===== config.mk =====
export PLATFORM = sky130hd
export DESIGN_NAME = gcd_lcm_unit_top
export DESIGN_NICKNAME = d
export VERILOG_FILES = /design/src/glu_pkg.sv /design/src/glu_divider.sv /design/src/gcd_lcm_unit_top.sv
export SDC_FILE = /design/constraint.sdc
export NUM_CORES = 1
export LEC_CHECK = 0
export BUFFER_PORTS_ARGS = -buffer_cell sky130_fd_sc_hd__buf_2
export CORE_ASPECT_RATIO = 0.8
export CORE_MARGIN = 4
export CORE_UTILIZATION = 35
export DETAILED_ROUTE_END_ITERATION = 6
export REMOVE_ABC_BUFFERS = 1
export SLEW_MARGIN = 10
export SYNTH_ARGS = -nofsm -noshare
export SYNTH_HDL_FRONTEND = slang
export SYNTH_HIERARCHICAL = 1
export SYNTH_SLANG_ARGS = --single-unit

===== constraint.sdc =====
create_clock -name clock -period 10.1 [get_ports clock]
set_input_delay 0 -clock clock [delete_from_list [all_inputs] [get_ports clock]]
set_output_delay 0 -clock clock [all_outputs]
set_load 0.005 [all_outputs]

===== src/glu_pkg.sv =====
package glu_pkg;

   // fixed widths of the channel fields
   localparam int OPERAND_WIDTH = 32;
   localparam int GCD_WIDTH     = 32;
   localparam int LCM_WIDTH     = 64;

   typedef logic [OPERAND_WIDTH-1:0] operand_type;
   typedef logic [GCD_WIDTH-1:0]     gcd_type;
   typedef logic [LCM_WIDTH-1:0]     lcm_type;

   // divider status seen by the sequencer
   typedef struct packed {
      logic busy;
      logic done;
   } div_status_type;

endpackage


===== src/glu_divider.sv =====
// restoring divider, one quotient bit per cycle
module glu_divider #(
   parameter int DATA_WIDTH = 32
) (
   input  logic                     clock,
   input  logic                     reset,
   input  logic                     start,
   input  logic [DATA_WIDTH-1:0]    dividend,
   input  logic [DATA_WIDTH-1:0]    divisor,
   output logic [DATA_WIDTH-1:0]    quotient,
   output logic [DATA_WIDTH-1:0]    remainder,
   output glu_pkg::div_status_type  status
);

   localparam int CNT_W = $clog2(DATA_WIDTH + 1);

   logic                  busy_ff, busy_in;
   logic                  done_ff, done_in;
   logic [CNT_W-1:0]      cnt_ff, cnt_in;
   logic [DATA_WIDTH-1:0] rem_ff, rem_in;
   logic [DATA_WIDTH-1:0] quo_ff, quo_in;
   logic [DATA_WIDTH-1:0] dvs_ff, dvs_in;
   logic [DATA_WIDTH:0]   rem_shift;
   logic [DATA_WIDTH:0]   rem_diff;

   assign rem_shift = {rem_ff, quo_ff[DATA_WIDTH-1]};
   assign rem_diff  = rem_shift - {1'b0, dvs_ff};

   always_comb begin
      busy_in = busy_ff;
      done_in = 1'b0;
      cnt_in  = cnt_ff;
      rem_in  = rem_ff;
      quo_in  = quo_ff;
      dvs_in  = dvs_ff;
      if (busy_ff) begin
         // trial subtract, keep the difference when it does not borrow
         if (!rem_diff[DATA_WIDTH]) begin
            rem_in = rem_diff[DATA_WIDTH-1:0];
            quo_in = {quo_ff[DATA_WIDTH-2:0], 1'b1};
         end else begin
            rem_in = rem_shift[DATA_WIDTH-1:0];
            quo_in = {quo_ff[DATA_WIDTH-2:0], 1'b0};
         end
         cnt_in = cnt_ff - CNT_W'(1);
         if (cnt_ff == CNT_W'(1)) begin
            busy_in = 1'b0;
            done_in = 1'b1;
         end
      end else if (start) begin
         busy_in = 1'b1;
         cnt_in  = CNT_W'(DATA_WIDTH);
         rem_in  = '0;
         quo_in  = dividend;
         dvs_in  = divisor;
      end
   end

   always_ff @(posedge clock) begin
      if (reset) begin
         busy_ff <= 1'b0;
         done_ff <= 1'b0;
         cnt_ff  <= '0;
      end else begin
         busy_ff <= busy_in;
         done_ff <= done_in;
         cnt_ff  <= cnt_in;
      end
      rem_ff <= rem_in;
      quo_ff <= quo_in;
      dvs_ff <= dvs_in;
   end

   assign quotient    = quo_ff;
   assign remainder   = rem_ff;
   assign status.busy = busy_ff;
   assign status.done = done_ff;

endmodule


===== src/gcd_lcm_unit_top.sv =====
// gcd and lcm of two unsigned operands. each request transfer carries operand_a and
// operand_b (only the low DATA_WIDTH bits count) and gives one response transfer with
// the greatest common divisor (1 when both operands are zero) and the least common
// multiple, formed as (a / gcd) * b at twice the operand width (0 when either operand
// is zero). one item is worked on at a time; a new request is taken as soon as the
// previous one has moved into the response register, even if that is still waiting.
// the divider is bit-serial and is used for one pass per euclid step (k steps, at most
// 46 for 32 bits) and one more pass for a / gcd, followed by a shift-and-add multiply
// over the DATA_WIDTH quotient bits
module gcd_lcm_unit_top #(
   parameter int DATA_WIDTH = 32
) (
   input  logic                         clock,
   input  logic                         reset,
   input  logic                         req_valid,
   output logic                         req_ready,
   input  logic [glu_pkg::OPERAND_WIDTH-1:0] req_operand_a,
   input  logic [glu_pkg::OPERAND_WIDTH-1:0] req_operand_b,
   output logic                         rsp_valid,
   input  logic                         rsp_ready,
   output logic [glu_pkg::GCD_WIDTH-1:0] rsp_gcd_value,
   output logic [glu_pkg::LCM_WIDTH-1:0] rsp_lcm_value
);

   localparam int CNT_W = $clog2(DATA_WIDTH + 1);

   typedef enum logic [2:0] {
      ST_IDLE,
      ST_EUC_CHECK,
      ST_EUC_WAIT,
      ST_QUOT_START,
      ST_QUOT_WAIT,
      ST_MULT,
      ST_FINISH
   } state_type;

   state_type               state_ff, state_in;
   // euclid pair; x also holds the gcd once the loop ends
   logic [DATA_WIDTH-1:0]   x_ff, x_in;
   logic [DATA_WIDTH-1:0]   y_ff, y_in;
   logic [DATA_WIDTH-1:0]   a_ff, a_in;
   logic [DATA_WIDTH-1:0]   b_ff, b_in;
   // product shift register: hi accumulates, lo shifts the multiplier out
   logic [DATA_WIDTH-1:0]   hi_ff, hi_in;
   logic [DATA_WIDTH-1:0]   lo_ff, lo_in;
   logic [CNT_W-1:0]        cnt_ff, cnt_in;
   // response register
   logic                    rsp_valid_ff, rsp_valid_in;
   glu_pkg::gcd_type        gcd_ff, gcd_in;
   glu_pkg::lcm_type        lcm_ff, lcm_in;

   logic                    div_start;
   logic [DATA_WIDTH-1:0]   div_dividend;
   logic [DATA_WIDTH-1:0]   div_divisor;
   logic [DATA_WIDTH-1:0]   div_quotient;
   logic [DATA_WIDTH-1:0]   div_remainder;
   glu_pkg::div_status_type div_status;
   logic [DATA_WIDTH:0]     mult_sum;

   // one divider serves both the euclid steps and the final a / gcd
   assign div_start    = ((state_ff == ST_EUC_CHECK) && (y_ff != '0))
                         || (state_ff == ST_QUOT_START);
   assign div_dividend = (state_ff == ST_QUOT_START) ? a_ff : x_ff;
   assign div_divisor  = (state_ff == ST_QUOT_START) ? x_ff : y_ff;

   glu_divider #(
      .DATA_WIDTH (DATA_WIDTH)
   ) u_divider (
      .clock     (clock),
      .reset     (reset),
      .start     (div_start),
      .dividend  (div_dividend),
      .divisor   (div_divisor),
      .quotient  (div_quotient),
      .remainder (div_remainder),
      .status    (div_status)
   );

   // add b when the multiplier bit is set, then shift the whole product right
   assign mult_sum = {1'b0, hi_ff} + (lo_ff[0] ? {1'b0, b_ff} : '0);

   assign req_ready = (state_ff == ST_IDLE);

   always_comb begin
      state_in     = state_ff;
      x_in         = x_ff;
      y_in         = y_ff;
      a_in         = a_ff;
      b_in         = b_ff;
      hi_in        = hi_ff;
      lo_in        = lo_ff;
      cnt_in       = cnt_ff;
      gcd_in       = gcd_ff;
      lcm_in       = lcm_ff;
      rsp_valid_in = rsp_valid_ff && !rsp_ready;
      case (state_ff)
         ST_IDLE: begin
            if (req_valid) begin
               a_in     = req_operand_a[DATA_WIDTH-1:0];
               b_in     = req_operand_b[DATA_WIDTH-1:0];
               x_in     = req_operand_a[DATA_WIDTH-1:0];
               y_in     = req_operand_b[DATA_WIDTH-1:0];
               state_in = ST_EUC_CHECK;
            end
         end
         ST_EUC_CHECK: begin
            if (y_ff == '0) begin
               // loop finished; both operands zero gives gcd 1
               if (x_ff == '0) begin
                  x_in = DATA_WIDTH'(1);
               end
               state_in = ST_QUOT_START;
            end else begin
               state_in = ST_EUC_WAIT;
            end
         end
         ST_EUC_WAIT: begin
            if (div_status.done) begin
               x_in     = y_ff;
               y_in     = div_remainder;
               state_in = ST_EUC_CHECK;
            end
         end
         ST_QUOT_START: begin
            state_in = ST_QUOT_WAIT;
         end
         ST_QUOT_WAIT: begin
            if (div_status.done) begin
               hi_in    = '0;
               lo_in    = div_quotient;
               cnt_in   = CNT_W'(DATA_WIDTH);
               state_in = ST_MULT;
            end
         end
         ST_MULT: begin
            hi_in  = mult_sum[DATA_WIDTH:1];
            lo_in  = {mult_sum[0], lo_ff[DATA_WIDTH-1:1]};
            cnt_in = cnt_ff - CNT_W'(1);
            if (cnt_ff == CNT_W'(1)) begin
               state_in = ST_FINISH;
            end
         end
         ST_FINISH: begin
            // wait for the response register to free up; x still holds the gcd
            if (!rsp_valid_ff || rsp_ready) begin
               gcd_in       = glu_pkg::gcd_type'(x_ff);
               lcm_in       = glu_pkg::lcm_type'({hi_ff, lo_ff});
               rsp_valid_in = 1'b1;
               state_in     = ST_IDLE;
            end
         end
         default: begin
            state_in = ST_IDLE;
         end
      endcase
   end

   always_ff @(posedge clock) begin
      if (reset) begin
         state_ff     <= ST_IDLE;
         rsp_valid_ff <= 1'b0;
         cnt_ff       <= '0;
      end else begin
         state_ff     <= state_in;
         rsp_valid_ff <= rsp_valid_in;
         cnt_ff       <= cnt_in;
      end
      x_ff   <= x_in;
      y_ff   <= y_in;
      a_ff   <= a_in;
      b_ff   <= b_in;
      hi_ff  <= hi_in;
      lo_ff  <= lo_in;
      gcd_ff <= gcd_in;
      lcm_ff <= lcm_in;
   end

   assign rsp_valid     = rsp_valid_ff;
   assign rsp_gcd_value = gcd_ff;
   assign rsp_lcm_value = lcm_ff;

endmodule


==> impl_metrics.json <==
{
  "root_buffer": "clkbuf_16",
  "cts_setup_buffers": 0,
  "crit_path_max_incr_delay_ns": 0.96,
  "antenna_found_initial": 6,
  "min_path_type": "primary input to register",
  "wirelength_um": 51700,
  "rrSetupSlack_ns": 6.12,
  "start_util_pct": 35.6,
  "fin_worst_skew_ns": 0.0272,
  "placed_cells": 2300,
  "first_iter_violations": 968,
  "setup_violations": 0,
  "endpoint_kind": "register",
  "clockBufferDepth": 3,
  "cts_tree": "done",
  "clkLatencyLatePin_ns": 0.59,
  "power_leakage_nw": 8.74,
  "cts_resized": 0,
  "avgRoutedWirePerCell_um": 21.1,
  "crit_required_ns": 10.50,
  "final_cell_count_no_fill": 2447,
  "rsz0062_at_grt": "false",
  "grt_pass1_vias": 12600,
  "num_vias": 12800,
  "grt_util_all_layers_pct": 17.1,
  "slew_violations": 0,
  "clock_sinks": 402,
  "seqCellArea_um2": 11900,
  "num_rows": 76,
  "clk_pin_slew_worst_paths_ns": 0.06,
  "post-route-period-util_pct": 39.4,
  "grt_pass1_wl_um": 77500,
  "drcViolationCount": 0,
  "post_cts_hold_buffer_count": 67,
  "tightest_slew_ns": 1.17,
  "crit_chain": "inv_1 -> ha_1 -> fa_1 -> nor2b_1 -> o2111ai_1 -> nand3_1 -> a41o_1 -> a311oi_2 -> o31a_1 -> o311a_2 -> o311ai_0 -> o22ai_1",
  "maxCapViolations": 0,
  "core_area_um2": 54200,
  "place_area_um2": 20900,
  "numCtsBuffers": 44,
  "largest_register_ffs": 64,
  "via_per_inst": 5.24,
  "slew_headroom_pct": 22.2,
  "die-area_um2": 59000,
  "grt_max_degree": 66,
  "die_h_um": 218,
  "place.detailed.hpwl_um": 36600,
  "io_pins": 166,
  "ant_nets": 0,
  "final.min_clock_period_ns": 3.98,
  "n_fill_cell": 5026,
  "ys_warn_count": 6,
  "arrival_ns": 4.38,
  "synth_area_per_cell_um2": 13.0,
  "dr.pass1.iters": 5,
  "crit_slowest_cell": "o311a_2",
  "design_area_um2": 22900,
  "status": "finished clean",
  "final_nets": 1849,
  "postSynthCellCount": 1485,
  "power_density_nw_per_um2": 211,
  "post-route-util_pct": 42.3,
  "place.gp.congestion": 0.882,
  "cp-start-kind": "register",
  "fmax_mhz": 251,
  "final-hold-violation-count": 0,
  "die_w_um": 271,
  "netlist_area_um2": 19300,
  "crit_type": "register to register",
  "multi_input_area_um2": 6930,
  "cts_htree_levels": 2,
  "crit_fanout": 40,
  "overflow": 0,
  "tns_ns": 0,
  "portBuffers": 165,
  "area_growth_pct": 18.8,
  "drive_above_1_share_pct": 22.9,
  "ir_worst_vdd_uv": 104
}
-- final cells by class --
| class | count | share of cell area, % |
|---|---|---|
| antenna | 1 | 0.0109 |
| tap | 702 | 3.83 |
| multi-input combinational | 961 | 30.2 |
| timing repair buffer | 248 | 7.05 |
| clock buffer | 52 | 4.93 |
| clock inverter | 27 | 1.27 |
| inverter | 54 | 0.883 |
| sequential | 402 | 51.8 |
-- cells in the final DEF, fill, tap and decap left out, types with 29 or more instances in the layout --
cell type and n:
a21o_1 44, and2_1 36, buf_2 165, nor2_1 86, nand2_1 154, a21oi_1 76, mux2_2 128, inv_1 53
a22o_1 31, mux2i_1 29, o21ai_0 34, ha_1 68, dlygate4sd3_1 67, edfxtp_1 384, clkbuf_16 44
-- per-layer routing --
layer | vias up | track usage [%] | part of all wire [%]
met1 | 6367 | 23.9 | 46
met4 | 0 | 4.48 | 2.1
met2 | 367 | 27.4 | 46
met5 | - | 0 | 0
met3 | 67 | 3.46 | 6.1
li1 | 6024 | - | -
-- critical path: cells and delay by family (launching register included) --
kind	cells	cell delay, ns
buf+inv	1	0.08
fa+ha+maj	2	0.41
simple gates	2	0.30
compound gates	7	2.61
flops	1	0.41
-- path summary, 6_finish.rpt --
check,start,endpoint,cells past startpoint
hold / removal,req_valid,x_ff[7],4
setup / recovery,u_divider/quotient[31],u_divider/remainder[31],12
hold reg to reg,lo_ff[23],rsp_lcm_value[23],0
setup reg to reg,u_divider/quotient[31],u_divider/remainder[31],12
-- per-stage QoR --
step / power [mW] / setup slack [ns] / hold slack, ns
5_1_grt: 5.06 / 5.95 / 0.136
6_report: 4.83 / 6.12 / 0.120
4_1_cts: 4.87 / 6.14 / 0.0859
3_5_place_dp: 3.23 / 6.20 / 0.194
2_1_floorplan: 2.93 / 2.87 / 0.0691
3_3_place_gp: 3.21 / 6.28 / 0.195
-- report_power, final --
part	switching [mW]	internal [mW]
Sequential	0.143	2.08
Combinational	0.576	0.428
Clock	0.669	0.933
Total	1.39	3.44
Note: power is estimated with default switching activity, not from simulation.
